$ cat src/rtl/cart_pkg.sv
`default_nettype none
package cart_pkg;

  localparam int SLOTS_DEF = 8;

  localparam int TARGET_W = 8;
  localparam int CODE_W   = 8;
  localparam int TIME_W   = 32;
  localparam int SEQ_W    = 16;
  localparam int RETRY_W  = 4;
  localparam int KIND_W   = 3;
  localparam int SLOTF_W  = 3;
  localparam int TOUT_W   = 16;

  localparam int IN_TDATA_W  = 48;
  localparam int OUT_TDATA_W = 72;

  localparam logic [15:0] TIMEOUT_RST = 16'd500;
  localparam logic [3:0]  MAXRET_RST  = 4'd3;
  localparam logic [7:0]  HBCODE_RST  = 8'd0;

  // input actions
  localparam logic [1:0] ACT_ISSUE = 2'd0;
  localparam logic [1:0] ACT_ACK   = 2'd1;
  localparam logic [1:0] ACT_TICK  = 2'd2;

  // register indexes
  localparam logic [1:0] REG_TIMEOUT = 2'd0;
  localparam logic [1:0] REG_MAXRET  = 2'd1;
  localparam logic [1:0] REG_HBCODE  = 2'd2;

  // result kinds
  localparam logic [2:0] KIND_QUEUED    = 3'd0;
  localparam logic [2:0] KIND_HEARTBEAT = 3'd1;
  localparam logic [2:0] KIND_FULL      = 3'd2;
  localparam logic [2:0] KIND_ACKED     = 3'd3;
  localparam logic [2:0] KIND_UNMATCHED = 3'd4;
  localparam logic [2:0] KIND_RETRY     = 3'd5;
  localparam logic [2:0] KIND_GAVE_UP   = 3'd6;

  typedef enum logic [1:0] {
    ST_IDLE,
    ST_READ,
    ST_EVAL,
    ST_FLUSH
  } state_t;

  typedef struct packed {
    logic [TARGET_W-1:0] target;
    logic [CODE_W-1:0]   code;
    logic [TIME_W-1:0]   cmd_time;
    logic [SEQ_W-1:0]    seq_num;
    logic [TIME_W-1:0]   sent_at;
    logic [RETRY_W-1:0]  retries;
  } slot_entry_t;

  typedef struct packed {
    logic [KIND_W-1:0]   kind;
    logic [SLOTF_W-1:0]  slot;
    logic [TARGET_W-1:0] target;
    logic [CODE_W-1:0]   code;
    logic [TIME_W-1:0]   cmd_time;
    logic [SEQ_W-1:0]    seq_num;
    logic [RETRY_W-1:0]  attempt;
  } result_t;

endpackage
`default_nettype wire

$ cat src/rtl/cart_slot_ram.sv
`default_nettype none
module cart_slot_ram #(
  parameter int DEPTH  = cart_pkg::SLOTS_DEF,
  parameter int ADDR_W = (DEPTH > 1) ? $clog2(DEPTH) : 1
) (
  input  wire                      clk,
  input  wire                      we,
  input  wire [ADDR_W-1:0]         waddr,
  input  cart_pkg::slot_entry_t    wdata,
  input  wire                      re,
  input  wire [ADDR_W-1:0]         raddr,
  output cart_pkg::slot_entry_t    rdata
);
  import cart_pkg::*;

  slot_entry_t mem [DEPTH];
  slot_entry_t rdata_r;

  always_ff @(posedge clk) begin
    if (we) begin
      mem[waddr] <= wdata;
    end
  end

  always_ff @(posedge clk) begin
    if (re) begin
      rdata_r <= mem[raddr];
    end
  end

  assign rdata = rdata_r;

endmodule
`default_nettype wire

$ cat src/rtl/command_ack_retry_tracker.sv
`default_nettype none
// channel  | direction | handshake             | payload
// in_      | slave     | in_tvalid/in_tready   | tuser action, tdata target/code/time
// out_     | master    | out_tvalid/out_tready | tuser kind, tdata result, tlast
// cfg_     | apb slave | psel/penable, pready  | timeout, retry limit, heartbeat code
//
// an issue request is accepted, then its result is loaded; nothing is read back
// an ack or tick request walks the slot memory one slot at a time, read then eval,
// through its single read port; an ack stops at its first match
// one request at a time; a tick result waits in a hold stage until the next due
// slot or the end of the scan sets tlast, and the scan stalls on a full output
// reset (synchronous, rst_n low) frees all slots and clears both counters
module command_ack_retry_tracker #(
  parameter int SLOTS = cart_pkg::SLOTS_DEF
) (
  input  wire        clk,
  input  wire        rst_n,
  // input requests
  input  wire        in_tvalid,
  output logic       in_tready,
  input  wire [47:0] in_tdata,   // target_id[7:0], command_code[15:8], command_time[47:16]
  input  wire [1:0]  in_tuser,   // action[1:0]
  // results
  output logic       out_tvalid,
  input  wire        out_tready,
  output logic [71:0] out_tdata, // slot[2:0], out_target[10:3], out_code[18:11],
                                 // out_time[50:19], sequence_number[66:51],
                                 // attempt[70:67], zero[71]
  output logic [2:0] out_tuser,  // kind[2:0]
  output logic       out_tlast,
  // configuration
  input  wire        cfg_psel,
  input  wire        cfg_penable,
  input  wire        cfg_pwrite,
  input  wire [3:0]  cfg_paddr,
  input  wire [31:0] cfg_pwdata,
  output logic [31:0] cfg_prdata,
  output logic       cfg_pready
);
  import cart_pkg::*;

  localparam int IDX_W = (SLOTS > 1) ? $clog2(SLOTS) : 1;

  // configuration registers
  logic [TOUT_W-1:0]  timeout_r;
  logic [RETRY_W-1:0] maxret_r;
  logic [CODE_W-1:0]  hbcode_r;

  // control state
  state_t             state_r, state_nxt;
  logic [SLOTS-1:0]   pending_r, pending_nxt;
  logic [TIME_W-1:0]  now_r, now_nxt;
  logic [SEQ_W-1:0]   seq_r, seq_nxt;
  logic [IDX_W-1:0]   idx_r, idx_nxt;
  logic               hold_valid_r, hold_valid_nxt;
  logic               out_valid_r, out_valid_nxt;

  // payload registers
  logic [1:0]          act_r, act_nxt;
  logic [TARGET_W-1:0] tgt_r, tgt_nxt;
  logic [CODE_W-1:0]   code_r, code_nxt;
  logic [TIME_W-1:0]   time_r, time_nxt;
  result_t             hold_r, hold_nxt;
  result_t             out_res_r, out_res_nxt;
  logic                out_last_r, out_last_nxt;

  // slot memory port
  logic        mem_we, mem_re;
  logic [IDX_W-1:0] mem_waddr;
  slot_entry_t mem_wdata, mem_rdata;

  // request fields
  logic [TARGET_W-1:0] in_tgt;
  logic [CODE_W-1:0]   in_code;
  logic [TIME_W-1:0]   in_time;
  logic                in_acc;

  // scan conditions
  logic             free_found;
  logic [IDX_W-1:0] free_idx;
  logic [IDX_W+2:0] free_ext, idx_ext;
  logic             is_last, can_emit, hit, due, stall, give_up;
  logic [TIME_W-1:0] age;
  logic [RETRY_W-1:0] retry_inc;
  logic             push;

  assign in_tgt  = in_tdata[7:0];
  assign in_code = in_tdata[15:8];
  assign in_time = in_tdata[47:16];
  assign in_tready = (state_r == ST_IDLE);
  assign in_acc  = in_tvalid && in_tready;

  assign can_emit = !out_valid_r || out_tready;
  assign is_last  = (idx_r == IDX_W'(SLOTS - 1));
  assign free_ext = {3'b000, free_idx};
  assign idx_ext  = {3'b000, idx_r};

  // lowest free slot
  always_comb begin
    free_found = 1'b0;
    free_idx   = '0;
    for (int i = SLOTS - 1; i >= 0; i--) begin
      if (!pending_r[i]) begin
        free_found = 1'b1;
        free_idx   = IDX_W'(i);
      end
    end
  end

  // checks on the entry read back from memory
  assign hit = pending_r[idx_r] && (mem_rdata.target == tgt_r) &&
               (mem_rdata.code == code_r) && (mem_rdata.cmd_time == time_r);
  assign age       = now_r - mem_rdata.sent_at;
  assign due       = pending_r[idx_r] && (age >= {16'd0, timeout_r});
  assign give_up   = (mem_rdata.retries >= maxret_r);
  assign retry_inc = mem_rdata.retries + 4'd1;
  // a new tick result needs the hold stage, whose old result needs the output
  assign stall     = due && hold_valid_r && !can_emit;

  // next state
  always_comb begin
    state_nxt = state_r;
    unique case (state_r)
      ST_IDLE: begin
        if (in_acc) begin
          case (in_tuser)
            ACT_ISSUE:         state_nxt = ST_FLUSH;
            ACT_ACK, ACT_TICK: state_nxt = ST_READ;
            default:           state_nxt = ST_IDLE;
          endcase
        end
      end
      ST_READ: state_nxt = ST_EVAL;
      ST_EVAL: begin
        if (act_r == ACT_ACK) begin
          if (hit || is_last) state_nxt = ST_FLUSH;
          else                state_nxt = ST_READ;
        end else if (!stall) begin
          state_nxt = is_last ? ST_FLUSH : ST_READ;
        end
      end
      ST_FLUSH: begin
        if (!hold_valid_r || can_emit) state_nxt = ST_IDLE;
      end
      default: state_nxt = ST_IDLE;
    endcase
  end

  // datapath and memory control
  always_comb begin
    pending_nxt    = pending_r;
    now_nxt        = now_r;
    seq_nxt        = seq_r;
    idx_nxt        = idx_r;
    hold_valid_nxt = hold_valid_r;
    hold_nxt       = hold_r;
    act_nxt        = act_r;
    tgt_nxt        = tgt_r;
    code_nxt       = code_r;
    time_nxt       = time_r;
    push           = 1'b0;
    out_last_nxt   = out_last_r;
    mem_we         = 1'b0;
    mem_re         = 1'b0;
    mem_waddr      = idx_r;
    mem_wdata      = mem_rdata;

    unique case (state_r)
      ST_IDLE: begin
        if (in_acc) begin
          act_nxt  = in_tuser;
          tgt_nxt  = in_tgt;
          code_nxt = in_code;
          time_nxt = in_time;
          idx_nxt  = '0;
          case (in_tuser)
            ACT_ISSUE: begin
              seq_nxt         = seq_r + 16'd1;
              hold_valid_nxt  = 1'b1;
              hold_nxt.slot   = '0;
              hold_nxt.target = in_tgt;
              hold_nxt.code   = in_code;
              hold_nxt.cmd_time = in_time;
              hold_nxt.seq_num  = seq_nxt;
              hold_nxt.attempt  = '0;
              if (in_code == hbcode_r) begin
                hold_nxt.kind = KIND_HEARTBEAT;
              end else if (!free_found) begin
                hold_nxt.kind = KIND_FULL;
              end else begin
                hold_nxt.kind = KIND_QUEUED;
                hold_nxt.slot = free_ext[2:0];
                pending_nxt[free_idx] = 1'b1;
                mem_we    = 1'b1;
                mem_waddr = free_idx;
                mem_wdata = '{target: in_tgt, code: in_code, cmd_time: in_time,
                              seq_num: seq_nxt, sent_at: now_r, retries: '0};
              end
            end
            ACT_TICK: now_nxt = now_r + 32'd1;
            default: ;
          endcase
        end
      end
      ST_READ: mem_re = 1'b1;
      ST_EVAL: begin
        if (act_r == ACT_ACK) begin
          if (hit) begin
            pending_nxt[idx_r] = 1'b0;
            hold_valid_nxt = 1'b1;
            hold_nxt = '{kind: KIND_ACKED, slot: idx_ext[2:0],
                         target: mem_rdata.target, code: mem_rdata.code,
                         cmd_time: mem_rdata.cmd_time, seq_num: mem_rdata.seq_num,
                         attempt: mem_rdata.retries};
          end else if (is_last) begin
            hold_valid_nxt = 1'b1;
            hold_nxt = '{kind: KIND_UNMATCHED, slot: '0, target: tgt_r,
                         code: code_r, cmd_time: time_r, seq_num: '0, attempt: '0};
          end else begin
            idx_nxt = idx_r + 1'b1;
          end
        end else if (!stall) begin
          if (due) begin
            if (hold_valid_r) begin
              push         = 1'b1;
              out_last_nxt = 1'b0;
            end
            hold_valid_nxt = 1'b1;
            hold_nxt.slot     = idx_ext[2:0];
            hold_nxt.target   = mem_rdata.target;
            hold_nxt.code     = mem_rdata.code;
            hold_nxt.cmd_time = mem_rdata.cmd_time;
            hold_nxt.seq_num  = mem_rdata.seq_num;
            if (give_up) begin
              pending_nxt[idx_r] = 1'b0;
              hold_nxt.kind    = KIND_GAVE_UP;
              hold_nxt.attempt = mem_rdata.retries;
            end else begin
              hold_nxt.kind     = KIND_RETRY;
              hold_nxt.attempt  = retry_inc;
              mem_we            = 1'b1;
              mem_wdata.retries = retry_inc;
              mem_wdata.sent_at = now_r;
            end
          end
          if (!is_last) idx_nxt = idx_r + 1'b1;
        end
      end
      ST_FLUSH: begin
        if (hold_valid_r && can_emit) begin
          push           = 1'b1;
          out_last_nxt   = 1'b1;
          hold_valid_nxt = 1'b0;
        end
      end
      default: ;
    endcase
  end

  // output register
  always_comb begin
    out_valid_nxt = out_valid_r;
    out_res_nxt   = out_res_r;
    if (push) begin
      out_valid_nxt = 1'b1;
      out_res_nxt   = hold_r;
    end else if (out_tready) begin
      out_valid_nxt = 1'b0;
    end
  end

  always_ff @(posedge clk) begin
    if (!rst_n) begin
      state_r      <= ST_IDLE;
      pending_r    <= '0;
      now_r        <= '0;
      seq_r        <= '0;
      idx_r        <= '0;
      hold_valid_r <= 1'b0;
      out_valid_r  <= 1'b0;
    end else begin
      state_r      <= state_nxt;
      pending_r    <= pending_nxt;
      now_r        <= now_nxt;
      seq_r        <= seq_nxt;
      idx_r        <= idx_nxt;
      hold_valid_r <= hold_valid_nxt;
      out_valid_r  <= out_valid_nxt;
    end
  end

  always_ff @(posedge clk) begin
    act_r      <= act_nxt;
    tgt_r      <= tgt_nxt;
    code_r     <= code_nxt;
    time_r     <= time_nxt;
    hold_r     <= hold_nxt;
    out_res_r  <= out_res_nxt;
    out_last_r <= out_last_nxt;
  end

  cart_slot_ram #(
    .DEPTH  (SLOTS),
    .ADDR_W (IDX_W)
  ) u_slot_ram (
    .clk   (clk),
    .we    (mem_we),
    .waddr (mem_waddr),
    .wdata (mem_wdata),
    .re    (mem_re),
    .raddr (idx_r),
    .rdata (mem_rdata)
  );

  // configuration port, writes complete in the access phase
  assign cfg_pready = 1'b1;

  always_ff @(posedge clk) begin
    if (!rst_n) begin
      timeout_r <= TIMEOUT_RST;
      maxret_r  <= MAXRET_RST;
      hbcode_r  <= HBCODE_RST;
    end else if (cfg_psel && cfg_penable && cfg_pwrite && cfg_pready) begin
      case (cfg_paddr[3:2])
        REG_TIMEOUT: timeout_r <= cfg_pwdata[15:0];
        REG_MAXRET:  maxret_r  <= cfg_pwdata[3:0];
        REG_HBCODE:  hbcode_r  <= cfg_pwdata[7:0];
        default: ;
      endcase
    end
  end

  always_comb begin
    unique case (cfg_paddr[3:2])
      REG_TIMEOUT: cfg_prdata = {16'd0, timeout_r};
      REG_MAXRET:  cfg_prdata = {28'd0, maxret_r};
      REG_HBCODE:  cfg_prdata = {24'd0, hbcode_r};
      default:     cfg_prdata = 32'd0;
    endcase
  end

  // result packing
  assign out_tvalid = out_valid_r;
  assign out_tuser  = out_res_r.kind;
  assign out_tlast  = out_last_r;
  assign out_tdata  = {1'b0, out_res_r.attempt, out_res_r.seq_num, out_res_r.cmd_time,
                       out_res_r.code, out_res_r.target, out_res_r.slot};

endmodule
`default_nettype wire
$ cat config.mk
export PLATFORM = sky130hd
export DESIGN_NAME = command_ack_retry_tracker
export DESIGN_NICKNAME = d
export VERILOG_FILES = /design/src/rtl/cart_pkg.sv /design/src/rtl/cart_slot_ram.sv /design/src/rtl/command_ack_retry_tracker.sv
export SDC_FILE = /design/constraint.sdc
export NUM_CORES = 1
export LEC_CHECK = 0
export BUFFER_PORTS_ARGS = -buffer_cell sky130_fd_sc_hd__buf_4
export CAP_MARGIN = 20
export CORE_ASPECT_RATIO = 0.7
export CORE_MARGIN = 2
export CORE_UTILIZATION = 40
export DETAILED_ROUTE_END_ITERATION = 10
export PLACE_DENSITY_LB_ADDON = 0.1
export SLEW_MARGIN = 20
export SYNTH_ARGS = -nofsm -noshare
export SYNTH_HDL_FRONTEND = slang
export SYNTH_SLANG_ARGS = --single-unit
$ cat constraint.sdc
create_clock -name clk -period 16.3 [get_ports clk]
set_input_delay 3.26 -clock clk [delete_from_list [all_inputs] [get_ports clk]]
set_output_delay 3.26 -clock clk [all_outputs]
set_load 0.005 [all_outputs]
# Word level (Yosys, flattened, before mapping)
# Memories as Yosys holds them, arrays and structs flattened. A register that Yosys moved wholly into a read port is not among the register bits.
# Cells that the tools add are included.
# Widths: inputs -> output; s select.
[totals]
reg_bits = 290
ram_bits = 800
out_inout_bits = 111
word_cells = 222
n_memories = 1
[classes]
addsub = 5
order_cmp = 6
n_eq_ne = 29
mux = 111
bitwise = 3
reduce_logical = 38
[memory_table]
columns = ["name", "words", "width", "rd", "rd_ports_with_merged_regs", "wr", "line_no", "text"]
rows = [
  ["u_slot_ram.mem", 8, 100, 1, 1, 1, "cart_slot_ram.sv:16", "slot_entry_t mem [DEPTH];"],
]
[op_table]
columns = ["cell", "n"]
rows = [
  ["$mux 74", 7],
  ["$mux 100", 4],
  ["$pmux 74 s2", 1],
  ["$mux 36", 4],
  ["$mux 8", 9],
  ["$pmux 36 s2", 1],
  ["$mux 64", 1],
  ["$mux 3", 21],
  ["$pmux 16 s3", 1],
  ["$mux 1", 42],
  ["$add 32x1->32 const B", 1],
  ["$eq 32x32->1", 1],
  ["$ge 32x16->1", 1],
  ["$sub 32x32->32", 1],
  ["$eq 8x8->1", 3],
  ["$add 16x1->16 const B", 1],
  ["$mux 2", 8],
  ["$pmux 8 s2", 1],
  ["$ne 3x3->1 const B", 5],
  ["$ne 2x2->1 const B", 7],
  ["$logic_and 1x1->1", 12],
  ["$reduce_and 6->1", 2],
  ["$reduce_and 3->1", 3],
  ["$reduce_and 9->1", 1],
  ["other kinds (30)", 54],
]

# Longest topological paths before layout
# Gate-level depths: netlist of the first run.
[depth]
ltp_word = 18
mapped_depth = 23

# By module
# From an unflattened synthesis of the first run, not the netlist that was laid out.
[unflattened]
cells_unflattened = 2966
area_unflattened_um2 = 49797.8
[modules_own_cells]
columns = ["mod", "n_inst", "cells_per_inst", "area_each_um2", "seq_area_each_um2"]
rows = [
  ["cart_slot_ram", 1, 1268, 33176.8, 27025.9],
  ["command_ack_retry_tracker", 1, 1698, 16620.9, 7797.5],
]

# Worst setup path after synthesis of the first run
# Ideal clock, no wire load.
[synth_path]
path_kind = "input-to-reg"
startpoint = "in out_tready"
endpoint = "reg hold_r[0] (netlist name), enable pin"
setup_time_ns = 0.737
arrival_ns = 11.789
required_ns = 15.563
setup_slack_ns = 3.775
path_stages = 4
path_buffers = 0
cell_sequence = "nor2b_1 nand2_1 nand2_1 a2111oi_1"
[synth_between]
elab_chain_len = 5
[synth_lines]
columns = ["item", "line_no", "text"]
rows = [
  ["start, declared", "command_ack_retry_tracker.sv:25", "input wire out_tready,"],
  ["$logic_or 1x1->1", "command_ack_retry_tracker.sv:93", "assign can_emit = !out_valid_r || out_tready;"],
  ["$logic_not 1->1", "command_ack_retry_tracker.sv:118", "assign stall = due && hold_valid_r && !can_emit;"],
  ["$logic_and 1x1->1", "command_ack_retry_tracker.sv:118", ""],
  ["$ne 3x3->1 (no source line)", "-", ""],
  ["$reduce_and 6->1 (no source line)", "-", ""],
  ["end signal, assigned", "command_ack_retry_tracker.sv:297", "hold_r <= hold_nxt;"],
  ["end, declared", "command_ack_retry_tracker.sv:63", "result_t hold_r, hold_nxt;"],
]
# No other way between the ends.
# A chain may end at the register's enable or synchronous reset.

# Final worst setup path of the first run
[layout_path]
startpoint = "in cfg_paddr[3]"
endpoint = "out cfg_prdata[3]"
[layout_between]
elab_chain_len = 2
[layout_lines]
columns = ["item", "line_no", "text"]
rows = [
  ["start, declared", "command_ack_retry_tracker.sv:35", "input wire [3:0] cfg_paddr,"],
  ["$eq 2x2->1 (tied with other cells)", "command_ack_retry_tracker.sv:334", "unique case (cfg_paddr[3:2])"],
  ["$pmux 16 s3 *", "command_ack_retry_tracker.sv:334", ""],
  ["end, declared", "command_ack_retry_tracker.sv:37", "output logic [31:0] cfg_prdata,"],
]
# Mark *: on every way between the ends. The rest lies on a longest branch, timed or not.

==> flow_summary.ini, run 1 <==
[status]
status = completed

[cts]
holdBufCountCts = 0
cts_tree = yes
clock-sinks = 1190
clockBufferDepth = 3
post_cts_resized = 0
numCtsBuffers = 114
post_cts_buffers = 0
root_buffer = clkbuf_16
clk_pin_slew_ps = 60
clkLatencyLatePin_ps = 720
htreeDepth = 3

[worst_setup_path]
criticalPathCategory = in2out
path_cells = buf_4 > nor2b_1 > nand2_1 > o21ai_0 > buf_4
r2r_start = u_slot_ram.rdata[5]
start_kind = input port
max_stage_delay_ps = 280
r2r_slack_ps = 9700
crit_slowest_cell = nor2b_1
endpoint = cfg_prdata[3]
r2r_cells = 23
startpoint = cfg_paddr[3]
r2r_end = u_slot_ram.mem[4][61]
cp.arrival_ps = 4120
worst_setup_path_end_kind = output port
worstPathRequired_ps = 13040
crit_top_cell = buf_4
worstPathMaxFanout = 21

[floorplan]
die_height_um = 292.1
start_util_pct = 40.38
io_pins = 204
rows = 105
die_w_um = 415.6
dieArea_mm2 = 0.1214
core_mm2 = 0.1175

[pwr]
vdd_drop_max_mv = 0.07822
p_leak_nw = 18.16
power.density_mw_per_mm2 = 121.9

[detailed_routing]
wl_per_cell_um = 27.19
avgViaCountPerCell = 5.694
vias = 28730
wirelength_um = 137200
ant_nets = 0
route.detailed.drc = 0
dr.first_iter.drc_count = 3160
firstDrtPassIters = 6

[finish]
final_cell_mix = 1099 x edfxtp_1, 400 x a22oi_1, 335 x nand2_1
area_growth_pct = 14.78
fillers = 10220
drive_above_1_share_pct = 12.77
seqCellArea_mm2 = 0.03482
final_common_cell = edfxtp_1
num-nets-final = 3549
multi_input_area_mm2 = 0.01180

[placement]
place_ws_ps = 8249
gp_congestion = 0.8129
io_buffer_count = 167
dpl.hpwl_um = 78780

[sta]
finalSetupViolCount = 0
fin_tns_setup_ps = 0
final_max_slew_viol_count = 0
worst_slack_ps = 8916
hold_viol_final = 0
grt_setup_unrepaired = false
skew_ps = 22.23
fin_crit_sh_pct = 45.30
timing.fmax_mhz = 135.4
slew_headroom_pct = 19.23
period_minus_slack_ps = 7384
tightest_slew_ps = 1203

[grt]
antenna_found_initial = 4
gr-total-overflow = 0
grt_pass1_wl_um = 196000
grtUsageTotal_pct = 22.14
grt_max_degree = 92
grt_pass1_vias = 28100

[min_path]
min_from = hold_r[65]
hp-class = reg2reg

[logic_synthesis]
synth_area_per_cell_um2 = 14.71
ys_seq_area_share_pct = 73.42
synth_async_sr_flop_share_pct = 0
synthesis.area_mm2 = 0.04743
synth_ff_type = edfxtp_1
yosys_warnings = 0
ys_ff_latch = 1190
netlist_instances = 3225
synth.distinct_cells = 84
synth_enable_flop_cells = 1099

[run]
max-cap-violations = 0
==> final cells by class <==
| cell class | count | share of cell area, % |
|---|---|---|
| clock buffers | 151 | 5.755 |
| repair buffers | 228 | 3.250 |
| well taps | 1551 | 3.565 |
| inverters | 68 | 0.4688 |
| clock inverters | 58 | 1.303 |
| multi-input cells | 1797 | 21.68 |
| diodes | 3 | 0.01379 |
| flip-flops and latches | 1190 | 63.97 |
==> cells by family after synthesis <==
family / synth area share, %
compound gates: 10.78
xor+xnor: 2.438
fa+ha+maj: 1.520
buf+inv: 2.205
flops: 73.42
mux: 2.250
other cells: 0.01583
simple gates: 7.373
==> worst max-delay path: cells and delay by family <==
family | cells | cell delay, ps
AOI/OAI and AO/OA | 1 | 100
buffers and inverters | 2 | 390
and+or+nand+nor | 2 | 360
==> flip-flops by register name, summed over array words and instances, names as in the netlist, 2 cells and up <==
name	count
act_r	2
code_r	8
hbcode_r	8
hold_r	74
idx_r	3
maxret_r	4
now_r	32
out_tdata	71
out_tuser	3
pending_r	8
seq_r	16
state_r	2
tgt_r	8
time_r	32
timeout_r	16
u_slot_ram.mem	800
u_slot_ram.rdata	100
==> Yosys cell counts (4+ instances only) <==
library cell,n,area [µm²]
a211oi_1,6,45.04
a21boi_0,4,30.03
a21o_1,10,75.07
a21oi_1,123,615.6
a22o_1,12,105.1
a22oi_1,400,3003
a311o_1,13,130.1
a31oi_1,8,50.05
and2_1,5,31.28
and3_1,17,106.4
buf_1,13,48.80
buf_2,11,55.05
buf_4,21,157.7
clkbuf_1,141,529.3
dfxtp_1,91,1822
edfxtp_1,1099,33000
ha_1,56,700.7
inv_1,65,244.0
mux2_1,18,202.7
mux2i_1,77,770.7
nand2_1,337,1265
nand2b_1,4,25.02
nand3_1,41,205.2
nand4_1,126,788.3
nor2_1,143,536.8
nor2b_1,6,37.54
nor3_1,25,125.1
nor3b_1,6,45.04
nor4_1,10,62.56
o211ai_1,13,97.59
o21a_1,8,60.06
o21ai_0,96,480.5
o21bai_1,4,30.03
o31a_1,4,35.03
o31ai_1,5,37.54
or3_1,13,81.33
xnor2_1,74,648.1
xor2_1,58,508.0
==> worst min path at each step <==
stage	end	depth (start not counted)	slack [ps]
global route	out_tdata[4]	0	420
detailed placement	out_tdata[32]	0	400
finish	out_tdata[8]	0	410
floorplan	out_tdata[0]	0	400
global placement	out_tdata[34]	0	400
CTS	out_tdata[8]	0	420
==> where the power goes <==
part / switching (mW) / internal, mW / total (mW) / leakage, nW
Combinational: 0.310 / 0.113 / 0.423 / 5.57
Clock: 1.13 / 1.58 / 2.71 / 1.88
Sequential: 0.0408 / 3.46 / 3.50 / 10.7
==> through the flow <==
step	hold WS, ps	total power [mW]	cells	cell area [µm²]	utilization (%)
after floorplan	400.3	3.800	3241	47490	-
after global placement	403.9	3.978	4831	50520	43.01
after detailed placement	404.5	3.990	4833	50560	43.05
after CTS	417.2	6.692	5042	54400	46.32
after global routing	424.7	6.854	5044	54440	46.35
final	414.5	6.639	5046	54440	46.35
==> per-layer routing <==
layer  share of wire (%)  wire [µm]  up-vias  track usage [%]
li1                    -          -    12860                -
met5              0.0058          8        -                0
met1                  46      62520    14620            32.07
met2                  45      61220     1063            33.80
met3                 7.9      10810      186            5.265
met4                 1.9       2624        2            5.100
(Power assumes the default switching activity.)
==> run 2: changes to the inputs <==
==> constraint.sdc (replaced) <==
create_clock -name clk -period 6.8 [get_ports clk]
set_input_delay 1.36 -clock clk [delete_from_list [all_inputs] [get_ports clk]]
set_output_delay 1.36 -clock clk [all_outputs]
set_load 0.005 [all_outputs]
==> run 2 against run 1 <==
  * Worst setup slack worse by 8400 ps
  * Final area hardly changed
  * Global-route usage grew 0.14 points
  * Clock skew increased by 13 ps
  * Largest cell class unchanged
  * Highest routed layer is now met4
==> flow_summary.ini, run 2 (same netlist as run 1, synthesis figures left out) <==
[status]
status = completed

[placement]
place_area_mm2 = 0.05080
gp_congestion = 0.8271
place_ws_ps = 555.3
io_buffer_count = 167
dpl.hpwl_um = 78930

[pwr]
power.density_mw_per_mm2 = 286.9
p_switching_mw = 3.569
intPower_mw = 12.06
swShare_pct = 22.84
p_leak_nw = 18.14
pwr-share-clk_pct = 39.8
seqPwrFrac_pct = 53.7
vdd_drop_max_mv = 0.2125
pwr-share-comb_pct = 6.5

[sta]
fin_tns_setup_ps = 0
fin_crit_sh_pct = 91.71
grt_setup_unrepaired = false
hold_slack_ps = 417.9
timing.fmax_mhz = 160.3
finalSetupViolCount = 0
worst_slack_ps = 563.4
skew_ps = 35.16
slew_headroom_pct = 26.93
period_minus_slack_ps = 6237
final_max_slew_viol_count = 0
hold_viol_final = 0
tightest_slew_ps = 1096

[floorplan]
core_mm2 = 0.1175
dieArea_mm2 = 0.1214
io_pins = 204
rows = 105
die_w_um = 415.6
die_height_um = 292.1
start_util_pct = 40.38

[cts]
post_cts_buffers = 0
clock-sinks = 1190
clkLatencyLatePin_ps = 730
root_buffer = clkbuf_16
cts_tree = yes
numCtsBuffers = 114
clockBufferDepth = 3
clk_pin_slew_ps = 70
holdBufCountCts = 0
post_cts_resized = 0
htreeDepth = 3

[run]
max-cap-violations = 0

[finish]
final_cell_mix = 1099 x edfxtp_1, 400 x a22oi_1, 335 x nand2_1
final_common_cell = edfxtp_1
num-nets-final = 3553
fillers = 10260
largest_register_ffs = 800
drive_above_1_share_pct = 12.71
fin_util_pct = 46.36
multi_input_area_mm2 = 0.01182
area_growth_pct = 14.81
fin_area_mm2 = 0.05445
max_flop_register = u_slot_ram.mem
seqCellArea_mm2 = 0.03482

[min_path]
hp-class = reg2reg

[worst_setup_path]
worstPathRequired_ps = 7220
worst_setup_path_end_kind = register
start_kind = register
criticalPathCategory = reg2reg
cp.arrival_ps = 6650
worstPathMaxFanout = 28

[grt]
grt_pass1_wl_um = 199400
grtUsageTotal_pct = 22.28
grt_pass1_vias = 28730
gr-total-overflow = 0
grt_max_degree = 101
antenna_found_initial = 3

[detailed_routing]
avgViaCountPerCell = 5.735
dr.first_iter.drc_count = 2654
ant_nets = 0
wl_per_cell_um = 27.16
vias = 28970
route.detailed.drc = 0
firstDrtPassIters = 7
wirelength_um = 137200
-- run 2: worst max-delay path, cell delays in order (launching register included) --
cell and delay (ps):
dfxtp_1 410, inv_1 70, ha_1 230, fa_1 410
and2b_1 250, o2111ai_2 180, a21oi_1 280, nor3_2 140
xnor2_1 240, ha_1 280, o2111a_1 270, nand3b_1 100
nor4bb_1 300, o2111ai_1 160, or4_4 460, nor4_4 360
a41oi_4 270, nand3_4 380, o21ai_4 350, o21ai_0 770
-- run 2: area by class of cell --
type	count	area share (%)
Antenna cell	1	0.004596
Sequential cell	1190	63.95
Multi-Input combinational cell	1797	21.71
Clock inverter	73	1.045
Inverter	68	0.4688
Clock buffer	140	5.666
Timing Repair Buffer	232	3.589
Tap cell	1551	3.564
-- run 2: metrics by stage --
stage | total power [mW] | std cells
global route | 16.16 | 5051
CTS | 15.76 | 5051
finish | 15.62 | 5052
detailed placement | 9.566 | 4838
global placement | 9.540 | 4838
floorplan | 9.099 | 3241
-- run 2: power groups by stage --
stage / clock, mW / combinational (mW) / sequential [mW]
6_report: 6.21 / 1.02 / 8.39
5_1_grt: 6.64 / 1.11 / 8.41
4_1_cts: 6.34 / 1.02 / 8.39
3_5_place_dp: 0 / 1.02 / 8.55
3_3_place_gp: 0 / 0.997 / 8.54
2_1_floorplan: 0 / 0.575 / 8.52
-- run 2: worst paths after layout --
kind               from                   end  slack [ps]  depth (start not counted)
max            now_r[0]  u_slot_ram.mem[0][0]         560                         19
min          hold_r[31]         out_tdata[30]         420                          0
max reg2reg    now_r[0]  u_slot_ram.mem[0][0]         560                         19
min reg2reg  hold_r[31]         out_tdata[30]         420                          0
-- run 2: layer usage --
layer / vias to the layer above / wire length [µm] / global-route usage (%) / share of wire (%)
li1: 12870 / - / - / -
met1: 14910 / 66280 / 34.55 / 48
met2: 1018 / 60340 / 33.37 / 44
met3: 168 / 8232 / 2.969 / 6.0
met4: 0 / 2384 / 4.727 / 1.7
met5: - / 0 / 0 / 0
